[config.mk]
export PLATFORM = sky130hd
export DESIGN_NAME = lbh_front
export DESIGN_NICKNAME = d
export VERILOG_FILES = /design/src/rtl/lbh_pkg.sv /design/src/rtl/lbh_front.sv
export SDC_FILE = /design/constraint.sdc
export NUM_CORES = 1
export LEC_CHECK = 0
export ABC_AREA = 1
export BUFFER_PORTS_ARGS = -buffer_cell sky130_fd_sc_hd__buf_2
export CAP_MARGIN = 20
export CORE_MARGIN = 5
export CORE_UTILIZATION = 45
export CTS_CLUSTER_DIAMETER = 150
export DETAILED_ROUTE_END_ITERATION = 8
export GPL_TIMING_DRIVEN = 0
export PLACE_DENSITY = 0.76
export SYNTH_ARGS = -nofsm -noshare
export SYNTH_HDL_FRONTEND = slang
export SYNTH_SLANG_ARGS = --single-unit
[constraint.sdc]
create_clock -name i_clk -period 20.2 [get_ports i_clk]
set_input_delay 6.06 -clock i_clk [delete_from_list [all_inputs] [get_ports i_clk]]
set_output_delay 6.06 -clock i_clk [all_outputs]
set_load 0.01 [all_outputs]
[src/rtl/lbh_pkg.sv]
`timescale 1ns / 1ps

package lbh_pkg;

    // Field widths and store depth
    localparam int MAX_BUCKETS = 120;
    localparam int IDX_W       = 7;
    localparam int DATA_W      = 64;
    localparam int CFG_IDX_W   = 2;

    // Queue between front and back; depth is a power of two so pointers wrap
    localparam int QUEUE_DEPTH = 4;
    localparam int QPTR_W      = $clog2(QUEUE_DEPTH);

    // Register indexes of the configuration port
    localparam logic [CFG_IDX_W-1:0] CFG_LOG_MODE     = 2'd0;
    localparam logic [CFG_IDX_W-1:0] CFG_BUCKET_COUNT = 2'd1;
    localparam logic [CFG_IDX_W-1:0] CFG_SAMPLE_LIMIT = 2'd2;

    // Item kinds
    localparam logic KIND_SAMPLE = 1'b0;
    localparam logic KIND_READ   = 1'b1;

    // Settings the front end needs to pick a bucket
    typedef struct packed {
        logic             log_mode;
        logic [IDX_W-1:0] bucket_count;
    } t_cfg;

    // Classified item passed from front to back; bucket holds the read index
    // for a read item
    typedef struct packed {
        logic              kind;
        logic [IDX_W-1:0]  bucket;
        logic [DATA_W-1:0] sample;
    } t_op;

    // Decade-tenth thresholds, entry k is floor(10^(k/10)) for k of ten and up
    localparam logic [DATA_W-1:0] THRESHOLDS [0:MAX_BUCKETS] = '{
        64'd0, 64'd1, 64'd2, 64'd3, 64'd4, 64'd5, 64'd6, 64'd7, 64'd8, 64'd9,
        64'd10, 64'd12, 64'd15, 64'd19, 64'd25, 64'd31, 64'd39, 64'd50, 64'd63,
        64'd79, 64'd100, 64'd125, 64'd158, 64'd199, 64'd251, 64'd316, 64'd398,
        64'd501, 64'd630, 64'd794, 64'd1000, 64'd1258, 64'd1584, 64'd1995,
        64'd2511, 64'd3162, 64'd3981, 64'd5011, 64'd6309, 64'd7943, 64'd10000,
        64'd12589, 64'd15848, 64'd19952, 64'd25118, 64'd31622, 64'd39810,
        64'd50118, 64'd63095, 64'd79432, 64'd100000,
        64'd125892, 64'd158489, 64'd199526, 64'd251188, 64'd316227, 64'd398107,
        64'd501187, 64'd630957, 64'd794328, 64'd1000000,
        64'd1258925, 64'd1584893, 64'd1995262, 64'd2511886, 64'd3162277,
        64'd3981071, 64'd5011872, 64'd6309573, 64'd7943282, 64'd10000000,
        64'd12589254, 64'd15848931, 64'd19952623, 64'd25118864, 64'd31622776,
        64'd39810717, 64'd50118723, 64'd63095734, 64'd79432823, 64'd100000000,
        64'd125892541, 64'd158489319, 64'd199526231, 64'd251188643,
        64'd316227766, 64'd398107170, 64'd501187233, 64'd630957344,
        64'd794328234, 64'd1000000000,
        64'd1258925411, 64'd1584893192, 64'd1995262314, 64'd2511886431,
        64'd3162277660, 64'd3981071705, 64'd5011872336, 64'd6309573444,
        64'd7943282347, 64'd10000000000,
        64'd12589254117, 64'd15848931924, 64'd19952623149, 64'd25118864315,
        64'd31622776601, 64'd39810717055, 64'd50118723362, 64'd63095734448,
        64'd79432823472, 64'd100000000000,
        64'd125892541179, 64'd158489319246, 64'd199526231496, 64'd251188643150,
        64'd316227766016, 64'd398107170553, 64'd501187233627, 64'd630957344480,
        64'd794328234724, 64'd1000000000000
    };

endpackage

[src/rtl/lbh_front.sv]
`timescale 1ns / 1ps

module lbh_front (
    input  logic                           i_clk,
    input  logic                           i_rst_n,
    input  lbh_pkg::t_cfg                  i_cfg,
    input  logic                           i_valid,
    output logic                           o_stall,
    input  logic                           i_kind,
    input  logic [lbh_pkg::DATA_W-1:0]     i_sample_value,
    input  logic [lbh_pkg::IDX_W-1:0]      i_read_index,
    input  logic                           i_q_full,
    output logic                           o_push,
    output lbh_pkg::t_op                   o_op
);

    logic                                r_s1_valid;
    logic                                r_s1_kind;
    logic [lbh_pkg::DATA_W-1:0]          r_s1_sample;
    logic [lbh_pkg::IDX_W-1:0]           r_s1_index;
    logic [lbh_pkg::MAX_BUCKETS-1:0]     r_s1_therm;
    logic [lbh_pkg::MAX_BUCKETS-1:0]     n_s1_therm;
    logic                                r_s2_valid;
    lbh_pkg::t_op                        r_s2_op;
    lbh_pkg::t_op                        n_s2_op;
    logic                                adv;
    logic [lbh_pkg::IDX_W-1:0]           eff_n;
    logic [lbh_pkg::IDX_W-1:0]           log_count;
    logic [lbh_pkg::IDX_W-1:0]           log_bucket;
    logic [lbh_pkg::IDX_W-1:0]           lin_bucket;
    logic                                use_log;

    // Advance the whole front while the last stage can drain
    assign adv     = !r_s2_valid || !i_q_full;
    assign o_stall = !adv;
    assign o_push  = r_s2_valid && !i_q_full;
    assign o_op    = r_s2_op;

    // Compare the sample against every threshold at once
    always_comb begin
        for (int k = 1; k <= lbh_pkg::MAX_BUCKETS; k++) begin
            n_s1_therm[k-1] = i_sample_value >= lbh_pkg::THRESHOLDS[k];
        end
    end

    // Turn the thermometer code into a count of passed thresholds
    always_comb begin
        log_count = '0;
        for (int k = 1; k <= lbh_pkg::MAX_BUCKETS; k++) begin
            if (r_s1_therm[k-1]) begin
                log_count = lbh_pkg::IDX_W'(k);
            end
        end
    end

    // Pick the bucket for the selected mode
    always_comb begin
        eff_n = (i_cfg.bucket_count > lbh_pkg::IDX_W'(lbh_pkg::MAX_BUCKETS))
              ? lbh_pkg::IDX_W'(lbh_pkg::MAX_BUCKETS) : i_cfg.bucket_count;
        use_log    = i_cfg.log_mode && (eff_n > lbh_pkg::IDX_W'(10));
        log_bucket = (log_count < eff_n) ? log_count : eff_n;
        lin_bucket = ((r_s1_sample[lbh_pkg::DATA_W-1:lbh_pkg::IDX_W] == '0) &&
                      (r_s1_sample[lbh_pkg::IDX_W-1:0] < eff_n))
                   ? r_s1_sample[lbh_pkg::IDX_W-1:0] : eff_n;
        n_s2_op.kind   = r_s1_kind;
        n_s2_op.sample = r_s1_sample;
        if (r_s1_kind == lbh_pkg::KIND_READ) begin
            n_s2_op.bucket = r_s1_index;
        end else if (use_log) begin
            n_s2_op.bucket = log_bucket;
        end else begin
            n_s2_op.bucket = lin_bucket;
        end
    end

    // Stage valids
    always_ff @(posedge i_clk) begin
        if (!i_rst_n) begin
            r_s1_valid <= 1'b0;
            r_s2_valid <= 1'b0;
        end else if (adv) begin
            r_s1_valid <= i_valid;
            r_s2_valid <= r_s1_valid;
        end
    end

    // Stage payloads
    always_ff @(posedge i_clk) begin
        if (adv) begin
            r_s1_kind   <= i_kind;
            r_s1_sample <= i_sample_value;
            r_s1_index  <= i_read_index;
            r_s1_therm  <= n_s1_therm;
            r_s2_op     <= n_s2_op;
        end
    end

endmodule

[Word-level counts from Yosys, hierarchy flattened]
Cells that the tools add are included.
Widths: inputs -> output; s select.
Storage, ports and cells
  register bits: 266
  memory bits (read-only): 0
  memories kept: 0
  latch bits: 0
  output and inout port bits: 74
  RAM bits: 0
  bits of input ports: 84
  logic and storage cells: 266
Operators by class
  mux-type cells: 125
  div/mod/pow operators: 0
  equal/unequal tests: 0
  bitwise logic cells: 0
  $mul: 0
  order comparisons: 124
  add/subtract/negate cells: 0
  reduce and logical (&&, ||, !) cells: 8
  shifts and indexed selects: 0
Operators by type and width (count)
  $mux 7: 124
  $ge 64x4->1 const B: 5
  $ge 64x3->1 const B: 4
  $ge 64x10->1 const B: 3
  $ge 64x11->1 const B: 3
  $ge 64x12->1 const B: 3
  $ge 64x13->1 const B: 3
  $ge 64x14->1 const B: 3
  $ge 64x15->1 const B: 3
  $ge 64x16->1 const B: 3
  $ge 64x17->1 const B: 3
  $ge 64x18->1 const B: 3
  $ge 64x19->1 const B: 3
  $ge 64x20->1 const B: 3
  $ge 64x21->1 const B: 3
  $ge 64x22->1 const B: 3
  $ge 64x23->1 const B: 3
  $ge 64x24->1 const B: 3
  $ge 64x25->1 const B: 3
  $ge 64x26->1 const B: 3
  $ge 64x27->1 const B: 3
  $ge 64x28->1 const B: 3
  $ge 64x29->1 const B: 3
  $ge 64x30->1 const B: 3
  25 further kinds: 61

[Longest topological paths before layout]
  word-level depth: 124
  mapped depth: 122

[Worst setup path after synthesis]
Ideal clock, no wire load.
  path kind: input to output
  from: in i_q_full
  to: out o_stall
  data arrival time: 12455 ps
  setup slack: 1685 ps
  stages: 2
  cells stage by stage: nand2_1 inv_1
Between the ends
  cells in the longest elaborated chain, start to end: 3
RTL lines
  start: declaration: RTL line lbh_front.sv:12  | input logic i_q_full,
  $logic_not 1->1: RTL line lbh_front.sv:34  | assign adv = !r_s2_valid || !i_q_full;
  $logic_or 1x1->1: RTL line lbh_front.sv:34
  $logic_not 1->1: RTL line lbh_front.sv:35  | assign o_stall = !adv;
  end: declaration: RTL line lbh_front.sv:8  | output logic o_stall,
No other way between the ends.

[Worst setup path after layout]
Ends and elaborated chain as after synthesis.

==> results.toml <==
[place]
place_ws_ns = 7.06
io_buffers = 157
place_hpwl_um = 55900
dpl.cell_count = 2554
routabilityCongestion = 1.08

[timing]
grt_setup_unrepaired = "false"
hold_viol = 0
fmax_ghz = 0.0762
slew_violations = 0
fin_ws_ns = 7.08
finClkSkew_ns = 0.0129
tns_ns = 0
layout_worst_path_cycle_share_pct = 64.9
relSlewSlack_pct = 27.5
setup_violations = 0
worstMarginPinSlew_ns = 1.08
period_minus_slack_ns = 13.12

[floorplanning]
core.rowCount = 68
die_y_um = 197
num_io_pins = 158
die_area_sq_um = 38700
initial_core_util_pct = 45.5
fp.dieW_um = 197
core_sq_um = 34500

[final_layout]
drive_above_1_share_pct = 10.5
final_cells = 2607
nNetsFinal = 2225
areaGrowthSynthToFinish_pct = 15.5
fill_cells = 3205
fin_util_pct = 52.5

[run]
cap_violations = 0

[logic_synthesis]
ys_ff_latch = 266
synth_cell_types = 45
synth.cell_area_sq_um = 15700
syn_inst = 1938
syn_nets = 2034
yosysSeqAreaShare_pct = 50.8
synth_area_per_cell_sq_um = 8.09
ys_warn_count = 0

[worst_setup_path]
critPathCaptureType = "output port"
critPathKind = "in -> out"
cpPeakStageDelay_ns = 0.53
path_max_fanout = 51
slowest_stage = "nand2_4"
crit_arrival_ns = 7.06
worstPathCellList = "buf_2 > nand2_4 > inv_1 > buf_2"
cp_top_family = "simple AND/OR/NAND/NOR gates"
crit_path_start_kind = "primary input"
path_buf_inv = 3
cpMostUsedCell = "buf_2"
critPathRequiredTime_ns = 14.14

[cts]
htree_levels = 1
clk_latency_ns = 0.59
clkSinkCount = 266
cts_hold_buf = 0
root_buffer = "clkbuf_16"
ctsResizeCount = 0
cts_tree = "yes"
cts_setup_buffers = 0
cts.path.max_buffers = 3
numCtsBuffers = 28
clkTransAtPathRegs_ns = 0.06

[route]
drtAntennaViolNets = 0
route.vias.total = 15700
wl_per_cell_um = 26.4
first_pass_iters = 6
drc_errors = 0
viasPerCell = 6.02
drtIter0Drc = 2166
drt-total-wl_um = 68800

[status]
status = "completed"

[power_and_ir_drop]
power_mw = 1.34
powerDensity_nw_per_um2 = 74.1
p_leak_nw = 7.15
peakVddDrop_mv = 0.0992

[global_route]
antenna_found_initial = 2
grt_max_degree = 80
grt-ovfl-total = 0
grt_pass1_vias = 14900
grt_usage_pct = 34.4
grt_pass1_wl_um = 98200

[min_path]
hold_path.class = "reg -> reg"
==> final cells by class <==
cell class                      count  area, sq um  share of cell area, %
Antenna cell                        1         2.50                 0.0138
Buffer                             24          100                  0.553
Clock buffer                       31          712                   3.93
Clock inverter                     21          259                   1.43
Inverter                          360         1350                   7.46
Multi-Input combinational cell   1288         6270                   34.6
Sequential cell                   266         7970                   44.0
Tap cell                          455          569                   3.14
Timing Repair Buffer              161          873                   4.82
==> synthesized netlist by cell type (all sizes together) <==
cell type	instances	area, sq um
o21bai	1	7.51
o311ai	12	105
and3	1	6.26
a31oi	21	131
o41ai	3	26.3
nor4	30	188
o2111a	1	11.3
or2	4	25.0
o221ai	4	35.0
inv	356	1340
a31o	1	8.76
nand2	363	1380
a2111o	4	45.0
a311oi	7	61.3
edfxtp	264	7930
dfxtp	2	40.0
o211ai	34	255
a21boi	5	37.5
o21a	2	15.0
nor3	24	120
o22ai	1	6.26
clkbuf	24	100
o31ai	10	75.1
a21oi	119	622
or4	3	22.5
o21ai	133	666
nand3	88	460
nand4	26	163
clkinv	4	15.0
o31a	2	17.5
nor2	332	1250
a221oi	5	43.8
a211oi	15	113
ha	12	150
a41oi	3	26.3
o2111ai	18	158
a2111oi	2	17.5
a41o	1	10.0
a21o	1	7.51
==> sequential cells by signal, indices dropped and copies added, names as in the netlist <==
register	flops
r_s1_therm	120
r_s1_kind	1
r_s1_index	7
r_s1_sample	64
r_s2_valid	1
o_op	72
r_s1_valid	1
==> metrics by stage <==
stage                     hold WS [ns]  cell area, sq um
after floorplan                  0.417             15700
final                            0.447             18100
after global routing             0.454             18100
after CTS                        0.447             18100
after global placement           0.428             17000
after detailed placement         0.433             17100
==> final timing paths <==
check / start / endpoint / cells past startpoint / slack, ns
worst max register to register: r_s1_therm[1] / o_op[64] / 122 / 12.63
worst min-delay path: r_s1_sample[23] / o_op[23] / 0 / 0.45
worst min register to register: r_s1_sample[23] / o_op[23] / 0 / 0.45
worst max-delay path: i_q_full / o_stall / 4 / 7.08
==> metal layers <==
metal / vias up / wire length, um / GRT usage, %
met5: - / 0 / 0
met4: 0 / 3340 / 12.9
met3: 200 / 7380 / 7.40
met2: 1025 / 29700 / 52.5
met1: 7452 / 28400 / 48.6
li1: 7014 / - / -
==> cells by family after synthesis <==
family / synth area share (%)
AND/OR/NAND/NOR: 23.0
AO/OA/AOI/OAI: 16.0
buffers and inverters: 9.26
flip-flops: 50.8
adder cells (fa/ha/maj): 0.957
==> cells in the final DEF (no fill, tap or decap), types with 12 or more instances in the layout <==
| cell type | instances |
|---|---|
| nor2_1 | 332 |
| clkbuf_16 | 28 |
| a211oi_1 | 15 |
| a31oi_1 | 21 |
| nand4_1 | 26 |
| edfxtp_1 | 264 |
| nand3_1 | 84 |
| ha_1 | 12 |
| clkbuf_1 | 26 |
| o211ai_1 | 34 |
| o21ai_0 | 133 |
| nor3_1 | 24 |
| a21oi_1 | 112 |
| o2111ai_1 | 18 |
| nand2_1 | 359 |
| o311ai_0 | 12 |
| buf_2 | 158 |
| inv_1 | 354 |
| nor4_1 | 30 |
==> where the power goes <==
part / internal [mW] / switching, mW
sequential: 0.632 / 0.00976
clock: 0.320 / 0.220
combinational: 0.0378 / 0.123
No activity file was read; power rests on OpenSTA's default activity.
