===== src/rtl/lbh_pkg.sv =====
`timescale 1ns / 1ps

package lbh_pkg;

    // Field widths and store depth
    localparam int MAX_BUCKETS = 120;
    localparam int IDX_W       = 7;
    localparam int DATA_W      = 64;
    localparam int CFG_IDX_W   = 2;

    // Queue between front and back; depth is a power of two so pointers wrap
    localparam int QUEUE_DEPTH = 4;
    localparam int QPTR_W      = $clog2(QUEUE_DEPTH);

    // Register indexes of the configuration port
    localparam logic [CFG_IDX_W-1:0] CFG_LOG_MODE     = 2'd0;
    localparam logic [CFG_IDX_W-1:0] CFG_BUCKET_COUNT = 2'd1;
    localparam logic [CFG_IDX_W-1:0] CFG_SAMPLE_LIMIT = 2'd2;

    // Item kinds
    localparam logic KIND_SAMPLE = 1'b0;
    localparam logic KIND_READ   = 1'b1;

    // Settings the front end needs to pick a bucket
    typedef struct packed {
        logic             log_mode;
        logic [IDX_W-1:0] bucket_count;
    } t_cfg;

    // Classified item passed from front to back; bucket holds the read index
    // for a read item
    typedef struct packed {
        logic              kind;
        logic [IDX_W-1:0]  bucket;
        logic [DATA_W-1:0] sample;
    } t_op;

    // Decade-tenth thresholds, entry k is floor(10^(k/10)) for k of ten and up
    localparam logic [DATA_W-1:0] THRESHOLDS [0:MAX_BUCKETS] = '{
        64'd0, 64'd1, 64'd2, 64'd3, 64'd4, 64'd5, 64'd6, 64'd7, 64'd8, 64'd9,
        64'd10, 64'd12, 64'd15, 64'd19, 64'd25, 64'd31, 64'd39, 64'd50, 64'd63,
        64'd79, 64'd100, 64'd125, 64'd158, 64'd199, 64'd251, 64'd316, 64'd398,
        64'd501, 64'd630, 64'd794, 64'd1000, 64'd1258, 64'd1584, 64'd1995,
        64'd2511, 64'd3162, 64'd3981, 64'd5011, 64'd6309, 64'd7943, 64'd10000,
        64'd12589, 64'd15848, 64'd19952, 64'd25118, 64'd31622, 64'd39810,
        64'd50118, 64'd63095, 64'd79432, 64'd100000,
        64'd125892, 64'd158489, 64'd199526, 64'd251188, 64'd316227, 64'd398107,
        64'd501187, 64'd630957, 64'd794328, 64'd1000000,
        64'd1258925, 64'd1584893, 64'd1995262, 64'd2511886, 64'd3162277,
        64'd3981071, 64'd5011872, 64'd6309573, 64'd7943282, 64'd10000000,
        64'd12589254, 64'd15848931, 64'd19952623, 64'd25118864, 64'd31622776,
        64'd39810717, 64'd50118723, 64'd63095734, 64'd79432823, 64'd100000000,
        64'd125892541, 64'd158489319, 64'd199526231, 64'd251188643,
        64'd316227766, 64'd398107170, 64'd501187233, 64'd630957344,
        64'd794328234, 64'd1000000000,
        64'd1258925411, 64'd1584893192, 64'd1995262314, 64'd2511886431,
        64'd3162277660, 64'd3981071705, 64'd5011872336, 64'd6309573444,
        64'd7943282347, 64'd10000000000,
        64'd12589254117, 64'd15848931924, 64'd19952623149, 64'd25118864315,
        64'd31622776601, 64'd39810717055, 64'd50118723362, 64'd63095734448,
        64'd79432823472, 64'd100000000000,
        64'd125892541179, 64'd158489319246, 64'd199526231496, 64'd251188643150,
        64'd316227766016, 64'd398107170553, 64'd501187233627, 64'd630957344480,
        64'd794328234724, 64'd1000000000000
    };

endpackage


===== src/rtl/lbh_queue.sv =====
`timescale 1ns / 1ps

module lbh_queue (
    input  logic         i_clk,
    input  logic         i_rst_n,
    input  logic         i_push,
    input  lbh_pkg::t_op i_push_op,
    output logic         o_full,
    input  logic         i_pop,
    output logic         o_empty,
    output lbh_pkg::t_op o_head
);

    lbh_pkg::t_op                r_slots [lbh_pkg::QUEUE_DEPTH];
    logic [lbh_pkg::QPTR_W-1:0]  r_wr_ptr;
    logic [lbh_pkg::QPTR_W-1:0]  r_rd_ptr;
    logic [lbh_pkg::QPTR_W:0]    r_count;

    assign o_full  = r_count == (lbh_pkg::QPTR_W+1)'(lbh_pkg::QUEUE_DEPTH);
    assign o_empty = r_count == '0;
    assign o_head  = r_slots[r_rd_ptr];

    // Advance pointers and occupancy
    always_ff @(posedge i_clk) begin
        if (!i_rst_n) begin
            r_wr_ptr <= '0;
            r_rd_ptr <= '0;
            r_count  <= '0;
        end else begin
            if (i_push) begin
                r_wr_ptr <= r_wr_ptr + lbh_pkg::QPTR_W'(1);
            end
            if (i_pop) begin
                r_rd_ptr <= r_rd_ptr + lbh_pkg::QPTR_W'(1);
            end
            if (i_push && !i_pop) begin
                r_count <= r_count + (lbh_pkg::QPTR_W+1)'(1);
            end else if (i_pop && !i_push) begin
                r_count <= r_count - (lbh_pkg::QPTR_W+1)'(1);
            end
        end
    end

    // Store the pushed item
    always_ff @(posedge i_clk) begin
        if (i_push) begin
            r_slots[r_wr_ptr] <= i_push_op;
        end
    end

endmodule


===== config.mk =====
export PLATFORM = sky130hd
export DESIGN_NAME = lbh_queue
export DESIGN_NICKNAME = d
export VERILOG_FILES = /design/src/rtl/lbh_pkg.sv /design/src/rtl/lbh_queue.sv
export SDC_FILE = /design/constraint.sdc
export NUM_CORES = 1
export LEC_CHECK = 0
export BUFFER_PORTS_ARGS = -buffer_cell sky130_fd_sc_hd__buf_2
export CORE_UTILIZATION = 44
export CTS_CLUSTER_SIZE = 25
export DETAILED_ROUTE_END_ITERATION = 16
export MAX_ROUTING_LAYER = met4
export PLACE_DENSITY = 0.72
export SYNTH_ARGS = -nofsm -noshare
export SYNTH_HDL_FRONTEND = slang
export SYNTH_SLANG_ARGS = --single-unit
export TNS_END_PERCENT = 50

===== constraint.sdc =====
create_clock -name i_clk -period 3.5 [get_ports i_clk]
set_clock_uncertainty 0.15 [all_clocks]
set_input_delay 0.35 -clock i_clk [delete_from_list [all_inputs] [get_ports i_clk]]
set_output_delay 0.35 -clock i_clk [all_outputs]
set_load 0.02 [all_outputs]

Word level (Yosys, flattened, before mapping)
Memories as Yosys holds them, arrays and structs flattened. A register that Yosys moved wholly into a read port is not among the register bits. Index checks and enable logic that the tools add are counted. W data, S select, Z words.

Output and inout port bits: 74. Bits of input ports: 76. Word-level logic and storage cells: 21. Memories: 1. Memory bits (writable): 288. Register bits: 7.

Memories: r_slots (words 4, width 72, read ports 1, clocked after memory_dff 1, wr ports 1, RTL line lbh_queue.sv:14) `lbh_pkg::t_op r_slots [lbh_pkg::QUEUE_DEPTH];`.

Multiplexer cells: 6. Add/sub/neg operators: 4. Reductions and logical operators: 6. Equality and inequality tests: 1.

Operators with widths (count): $mux W3 (2); $add A2 B1 Y2 const B (2); $mux W2 (2); $add A3 B1 Y3 const B (1); $eq A3 B3 Y1 const B (1); $logic_not A3 Y1 (1); $sub A3 B1 Y3 const B (1); $logic_and A1 B1 Y1 (2); $logic_not A1 Y1 (2); $mux W1 (2); $reduce_bool A2 Y1 (1).

Longest topological paths before layout
Gate-level depths: netlist of run 1.

Depth in word-level cells: 4. Mapped depth: 7. Mapped depth without buffers: 7.

Worst setup path before layout of run 1
OpenSTA, ideal clock, no wires.

Path kind: reg-to-reg. Start point: register r_wr_ptr[0] (netlist bit). End point: memory r_slots[0][0] (netlist bit) (enable). Data arrival time: 2.225 ns. Clock period less this slack: 2.813 ns. Cell stages (with the launch flop): 4. Path slack: 0.687 ns. Buffers on the path: 0. Cell sequence: dfxtp_1 inv_1 ha_1 and2_1.

RTL lines: start, declared (RTL line lbh_queue.sv:15) `logic [lbh_pkg::QPTR_W-1:0] r_wr_ptr;`; start signal, assigned (RTL line lbh_queue.sv:31) `r_wr_ptr <= r_wr_ptr + lbh_pkg::QPTR_W'(1);`; end, declared (RTL line lbh_queue.sv:14).

Straight into the memory's write port.

==> results of run 1 <==
[per-stage QoR]
stage,utilization (%),hold slack [ns]
after floorplan,-,0.299
after global placement,49.3,0.338
after detailed placement,49.3,0.410
after CTS,56.6,0.0374
after global routing,56.6,0.0541
final,56.6,0.0627
[sequential cells by signal, summed over array words and instances, names as in the netlist, named ones only]
name / flops
r_count: 3
r_rd_ptr: 2
r_slots: 288
r_wr_ptr: 2
[area by class of cell]
cell class | count | area [um^2] | share of cell area, %
clock buffer | 36 | 825 | 5.99
clock inverter | 20 | 210 | 1.53
inverter | 4 | 15.0 | 0.109
multi-input combinational | 102 | 1890 | 13.7
sequential | 297 | 8840 | 64.2
tap | 324 | 405 | 2.95
timing repair buffer | 231 | 1580 | 11.5
[worst paths after layout]
path                                                  to  slack, ns
worst max register to register  r_slots[2][61]$_DFFE_PP_       1.43
worst max-delay path                          o_head[37]       0.60
worst min register to register  r_wr_ptr[1]$_SDFFE_PN0P_       0.42
worst min-delay path                           flip-flop       0.06
[cell families (layout without fill, tap and decap cells)]
family	after synthesis	after routing	synth area share, %
xor gates and xnor gates	5	5	0.401
and+or+nand+nor	15	15	0.837
AOI/OAI and AO/OA	2	2	0.115
adders and majority gates	6	6	0.757
DFF	297	297	80.9
buffers and inverters	20	291	1.88
muxes	74	74	15.1
[layout by cell type, fill, tap and decap left out]
| cell type | instances |
|---|---|
| clkinv_2 | 8 |
| xnor2_1 | 2 |
| buf_2 | 149 |
| nor2b_1 | 2 |
| bufinv_16 | 4 |
| dfxtp_4 | 2 |
| nor3b_1 | 1 |
| clkinv_1 | 3 |
| xor2_1 | 3 |
| a21boi_0 | 1 |
| and2_1 | 5 |
| inv_1 | 4 |
| dfxtp_1 | 7 |
| buf_4 | 6 |
| clkbuf_16 | 31 |
| mux4_2 | 70 |
| o21ai_0 | 1 |
| buf_12 | 3 |
| nand2_1 | 1 |
| dlygate4sd3_1 | 73 |
| clkbuf_1 | 2 |
| inv_6 | 1 |
| ha_1 | 5 |
| nor3_1 | 1 |
| clkinvlp_4 | 4 |
| mux2i_1 | 2 |
| clkbuf_8 | 3 |
| or3_1 | 1 |
| mux4_1 | 2 |
| fa_1 | 1 |
| and2_4 | 4 |
| edfxtp_1 | 288 |
[metal layers]
metal,vias up,GRT usage (%)
met5,-,-
met4,0,4.20
met3,30,3.07
met2,150,28.8
met1,2671,20.6
li1,2289,-
[worst max-delay path: stages (launching register included)]
cell and delay [ns]:
dfxtp_4 0.70, buf_4 0.41, mux4_2 0.57, buf_2 0.18
[Yosys cell counts (3+ instances only)]
library cell  instances
and2_1                9
buf_12                7
buf_2                 7
dfxtp_1               9
edfxtp_1            288
ha_1                  5
inv_1                 4
mux4_2               70
xor2_1                3
[report_power, final]
group	internal (uW)	leakage, uW	switching, uW
sequential	4090	0.00272	77.3
clock	1970	0.000504	1270
combinational	397	0.00148	487
total	6450	0.00471	1840
==> flow_summary.toml, run 1 <==
[setup_path]
cp.required_ns = 3.00
start_kind = "flip-flop"
r2r-start = "r_wr_ptr[0]$_SDFFE_PN0P_"
endpoint_kind = "primary output"
r2r_cells = 4
worstPathMaxFanout = 26
cp.arrival_ns = 2.40
worst-setup-path-type = "flip-flop to primary output"

[floorplan]
core_mm2 = 0.0243
ioPinCount = 150
start_util_pct = 44.9
dieArea_mm2 = 0.0254
chipHeight_um = 159
die_x_um = 159
rows = 57

[cells_and_area]
nets = 748
diodes = 0
final_cells = 1014
design_area_mm2 = 0.0138
fill_cells = 1778
final_layout_size_suffix_gt1_share_pct = 41.3
area_growth_pct = 26.1

[clocking]
post_cts_buffers = 0
clk-insertion-delay-late_ns = 0.53
cts_buffers = 30
cts_tree = "done"
numClockSinks = 297
hold_buffers = 73
cts_buffer_depth = 3
cts.clk_slew.worst_paths_ns = 0.06
cts_resized = 0
htreeDepth = 1
cts_root_buffer = "clkbuf_16"

[routing]
viasPerCell = 5.07
wire_per_inst_um = 20.0
wl_met2_mm = 10.6
vias = 5140
drc_errors = 0
ant_nets = 0
top_layer = "met4"
totalWireLength_mm = 20.3
firstDrtPassIters = 4
wl_met3_um = 998
drt_iter0_markers = 262
wl_met1_mm = 8.33

[place]
placed_area_mm2 = 0.0120
placed_cells = 885
preCtsSetupSlack_ns = 1.10
gp_congestion = 0.738
hpwl_mm = 11.4
port_buffers = 149

[global_routing]
grt.overflow.total = 0
grt_pass1_wl_mm = 31.6
grt_max_degree = 73
grt_pass1_vias = 5741
grt.total_usage_pct = 16.8
antenna_found_initial = 0

[synth]
synth.ff_latch_count = 297
synthArstFlopShare_pct = 0
ys_types = 22
syn_avg_cell_area_um2 = 26.0
synthCells = 419
syn_area_mm2 = 0.0109
yosys.area.top_type = "edfxtp_1"
synth_top_cell_area_share_pct = 79.2
seq_area_frac_synth_pct = 80.9
synthTopCellsByArea = "edfxtp_1, mux4_2, dfxtp_1"
synth_edf_count = 288
synth_flop_cell = "edfxtp_1"
synth_nets = 501
synth_warnings = 0

[timing]
slew_headroom_pct = 23.6
period_needed_ns = 2.90
slew_viol_final = 0
finalHoldViolCount = 0
rsz0062_at_grt = "no"
fin_crit_sh_pct = 82.8
worst-slew-pin-transition_ns = 1.15
setup_violations = 0
finalWorstSetupSlack_ns = 0.604
tns_ns = 0
max_freq_ghz = 0.345

[power_and_ir_drop]
vdd_drop_max_mv = 0.443
power_uw = 8290
powerDensity_mw_per_mm2 = 602
power_leakage_uw = 0.00471

[min_path]
min_path_cells = 3
hold_start = "i_pop"
hold_class = "primary input to flip-flop"

[status]
run_status = "completed"

[job]
drv_cap = 0
Note: power is estimated with default switching activity, not from simulation.
==> run 2: changes to the inputs <==
==> constraint.sdc (replaced) <==
create_clock -name i_clk -period 2.95 [get_ports i_clk]
set_clock_uncertainty 0.15 [all_clocks]
set_input_delay 0.295 -clock i_clk [delete_from_list [all_inputs] [get_ports i_clk]]
set_output_delay 0.295 -clock i_clk [all_outputs]
set_load 0.02 [all_outputs]
==> flow_summary.toml, run 2 (synthesis gave the netlist of run 1 again) <==
[status]
run_status = "completed"

[setup_path]
worst-setup-path-type = "flip-flop to primary output"
cpMaxStageDelayCell = "dfxtp_4"
slowest_delay_ns = 0.65
endpoint_kind = "primary output"
worstPathCellList = "buf_12 > mux4_2 > buf_2"
r2r_cells = 4
worstPathMaxFanout = 28
cp_num_buf_inv = 2
cp.arrival_ns = 2.25
r2r_setup_slack_ns = 1.04
crit_family = "flip-flops"
r2r-end = "r_slots[0][28]$_DFFE_PP_"
r2r-start = "r_wr_ptr[0]$_SDFFE_PN0P_"
start_kind = "flip-flop"
cp.required_ns = 2.51

[clocking]
cts_resized = 0
cts_buffers = 29
cts.clk_slew.worst_paths_ns = 0.06
htreeDepth = 1
clk-insertion-delay-late_ns = 0.52
cts_tree = "done"
numClockSinks = 297
hold_buffers = 74
cts_root_buffer = "clkbuf_16"
post_cts_buffers = 0
cts_buffer_depth = 3

[cells_and_area]
layout_commonest_cell = "edfxtp_1"
area_growth_pct = 25.3
final_layout_size_suffix_gt1_share_pct = 40.4
design_area_mm2 = 0.0137
layout_common_cells = "edfxtp_1, buf_2, dlygate4sd3_1, mux4_2, clkbuf_16"
reg_top3 = "r_slots: 288 flops, r_count: 3 flops"
largest_register_ff_count = 288
top_register = "r_slots"
nets = 746

[global_routing]
grt_pass1_wl_mm = 29.8
grt_pass1_vias = 5550
antenna_found_initial = 1
grt.overflow.total = 0
grt_max_degree = 46
grt.total_usage_pct = 15.8

[routing]
ant_nets = 0
vias = 5081
viasPerCell = 5.04
wire_per_inst_um = 19.2
totalWireLength_mm = 19.4
drt_iter0_markers = 317
drc_errors = 0
firstDrtPassIters = 4

[place]
gp_congestion = 0.680
port_buffers = 149
placed_area_mm2 = 0.0120
hpwl_mm = 11.4

[power_and_ir_drop]
power_uw = 9440
power_leakage_uw = 0.00463
vdd_drop_max_mv = 0.336
powerDensity_mw_per_mm2 = 690

[min_path]
min_path_cells = 3
hold_class = "primary input to flip-flop"
min_to = "r_wr_ptr[1]$_SDFFE_PN0P_"
hold_start = "i_push"

[floorplan]
die_x_um = 159
rows = 57
start_util_pct = 44.9
dieArea_mm2 = 0.0254
core_mm2 = 0.0243
chipHeight_um = 159
ioPinCount = 150

[timing]
tns_ns = 0
worst-slew-pin-transition_ns = 0.534
max_freq_ghz = 0.372
slew_viol_final = 0
period_needed_ns = 2.69
slew_headroom_pct = 64.4
rsz0062_at_grt = "no"
fin_crit_sh_pct = 91.2
finalHoldViolCount = 0
setup_violations = 0

[job]
drv_cap = 0
==> run 2: cell count changes in the layout (fill, tap and decap cells not counted), sizes merged <==
cell,change
dlygate4sd3,+1
clkinv,-1
diode,+1
clkbuf,-5
clkinvlp,+3
buf,-2
bufinv,-2
==> run 2: worst max path at each step <==
stage / from / to / slack [ns] / cells past startpoint
2_1_floorplan: r_wr_ptr[0]$_SDFFE_PN0P_ / r_slots[0][0]$_DFFE_PP_ / 0.14 / 3
4_1_cts: flip-flop / o_head[41] / 0.18 / 3
3_5_place_dp: flip-flop / o_head[11] / 0.75 / 3
3_3_place_gp: flip-flop / o_head[25] / 0.76 / 3
5_1_grt: flip-flop / o_head[41] / 0.10 / 3
6_report: flip-flop / o_head[41] / 0.26 / 3
==> run 2: report_power, final <==
part	internal, uW	total, uW	switching (uW)
combinational	482	1060	581
sequential	4840	4920	81.2
clock	1970	3460	1480
==> run 2: tightest hold or removal path: cells and delay by family <==
kind	cells	cell delay, ns
buffers and inverters	1	0.17
multiplexers	1	0.09
AND/OR/NAND/NOR	1	0.10
==> run 2: area by class of cell <==
type | instances | area, um^2
timing repair buffer | 230 | 1630
multi-input combinational | 102 | 1890
fill | 1807 | 10600
sequential | 297 | 8840
clock buffer | 31 | 733
clock inverter | 20 | 169
antenna | 1 | 2.50
inverter | 4 | 15.0
tap | 324 | 405
==> run 2: layer usage <==
metal / track usage [%] / part of all wire, % / vias up / wire length [um]
met4: 3.76 / 1.5 / 0 / 299
met5: - / 0 / - / 0
li1: - / - / 2285 / -
met3: 3.07 / 5.7 / 26 / 1110
met1: 19.2 / 40 / 2621 / 7840
met2: 27.3 / 52 / 149 / 10100
==> run 2: through the flow <==
step,std cells,setup slack [ns],hold slack [ns],util [%]
after CTS,1008,0.176,0.00435,56.2
after global placement,883,0.758,0.334,49.5
after detailed placement,883,0.748,0.362,49.5
after global routing,1009,0.105,0.0447,56.2
final,1009,0.259,0.0261,56.2
after floorplan,419,0.137,0.244,-
==> run 3: changes to the inputs <==
--- a/config.mk
+++ b/config.mk
@@ -10,7 +10,8 @@
 export CTS_CLUSTER_SIZE = 25
 export DETAILED_ROUTE_END_ITERATION = 16
 export MAX_ROUTING_LAYER = met4
-export PLACE_DENSITY = 0.72
+export PLACE_DENSITY = 0.74
+export RECOVER_POWER = 100
 export SYNTH_ARGS = -nofsm -noshare
 export SYNTH_HDL_FRONTEND = slang
 export SYNTH_SLANG_ARGS = --single-unit
==> flow_summary.toml, run 3 (synthesis gave the netlist of run 1 again) <==
[timing]
fin_crit_sh_pct = 89.9
period_needed_ns = 2.65
setup_violations = 0
slew_viol_final = 0
tns_ns = 0
worst-slew-pin-transition_ns = 1.50
hold_slack_ns = 0.0340
rsz0062_at_grt = "no"
max_freq_ghz = 0.377
finalHoldViolCount = 0
slew_headroom_pct = 0.204

[routing]
firstDrtPassIters = 4
drc_errors = 0
wire_per_inst_um = 19.8
viasPerCell = 5.04
ant_nets = 0
vias = 5100
drt_iter0_markers = 232
totalWireLength_mm = 20.0

[clocking]
cts_tree = "done"
numClockSinks = 297
hold_buffers = 74
clk-insertion-delay-late_ns = 0.53
cts_buffer_depth = 3
cts_root_buffer = "clkbuf_16"
post_cts_buffers = 0
cts_buffers = 30
cts_resized = 0
htreeDepth = 1
cts.clk_slew.worst_paths_ns = 0.06

[cells_and_area]
final_layout_size_suffix_gt1_share_pct = 18.0
post-route-util_pct = 55.6
largest_register_ff_count = 288
reg_top3 = "r_slots: 288 flops, r_count: 3 flops"
layout_commonest_cell = "edfxtp_1"
top_register = "r_slots"
layout_common_cells = "edfxtp_1, clkbuf_1, dlygate4sd3_1, mux4_2, clkbuf_16"
nets = 747
diodes = 0
area_growth_pct = 23.9
design_area_mm2 = 0.0135

[place]
gp_congestion = 0.712
hpwl_mm = 11.6
placed_area_mm2 = 0.0120
port_buffers = 149

[floorplan]
die_x_um = 159
dieArea_mm2 = 0.0254
start_util_pct = 44.9
core_mm2 = 0.0243
ioPinCount = 150
rows = 57
chipHeight_um = 159

[status]
run_status = "finished with violations"
violations = "capacitance limit"

[power_and_ir_drop]
powerDensity_mw_per_mm2 = 712
power_leakage_uw = 0.00427
vdd_drop_max_mv = 0.484

[setup_path]
start_kind = "flip-flop"
cp.required_ns = 2.96
worstPathMaxFanout = 41
worst-setup-path-type = "flip-flop to flip-flop"
cp.arrival_ns = 2.66
endpoint_kind = "flip-flop"

[global_routing]
antenna_found_initial = 0
grt_pass1_wl_mm = 31.7
grt.overflow.total = 0
grt_max_degree = 47
grt_pass1_vias = 5755
grt.total_usage_pct = 16.7

[min_path]
hold_class = "primary input to flip-flop"

[job]
drv_cap = 1
## run 3: metrics by stage
step | cells | setup WS (ns) | total power [uW]
CTS | 1012 | 0.263 | 9810
floorplan | 419 | 0.137 | 5670
global placement | 883 | 0.850 | 5990
global route | 1012 | 0.114 | 9970
finish | 1012 | 0.297 | 9630
detailed placement | 883 | 0.839 | 6030
## run 3: final timing paths
check / startpoint / endpoint / slack, ns / depth (start not counted)
setup reg to reg: r_wr_ptr[0]$_SDFFE_PN0P_ / r_slots[2][30]$_DFFE_PP_ / 0.30 / 4
hold / removal: i_push / r_wr_ptr[1]$_SDFFE_PN0P_ / 0.03 / 3
setup / recovery: r_wr_ptr[0]$_SDFFE_PN0P_ / r_slots[2][30]$_DFFE_PP_ / 0.30 / 4
hold reg to reg: r_count[2]$_SDFFE_PN0P_ / r_count[2]$_SDFFE_PN0P_ / 0.41 / 2
## run 3: cell type report
type / count / area (um^2)
Fill cell: 1879 / 10800
Sequential cell: 297 / 8840
Multi-Input combinational cell: 102 / 1880
Timing Repair Buffer: 230 / 1410
Clock buffer: 37 / 798
Tap cell: 324 / 405
Clock inverter: 18 / 178
Inverter: 4 / 15.0
## run 3: where the power goes
part / switching, uW / total (uW) / internal [uW] / leakage, uW
registers: 80.3 / 4930 / 4850 / 0.00272
logic: 594 / 1010 / 417 / 0.00108
clock network: 1440 / 3690 / 2250 / 0.000469
total: 2120 / 9630 / 7510 / 0.00427
## run 3: critical path: stages (launching register included)
cell,delay [ns]
dfxtp_1,0.34
inv_1,0.09
ha_1,0.15
and2_2,0.74
clkbuf_4,0.76
## run 3: routing by layer
layer	vias up	share of wire (%)	GRT usage [%]
met1	2645	43	21.5
met4	0	1.7	3.85
met2	140	51	28.3
met3	30	4.3	2.47
li1	2285	-	-
met5	-	0	-
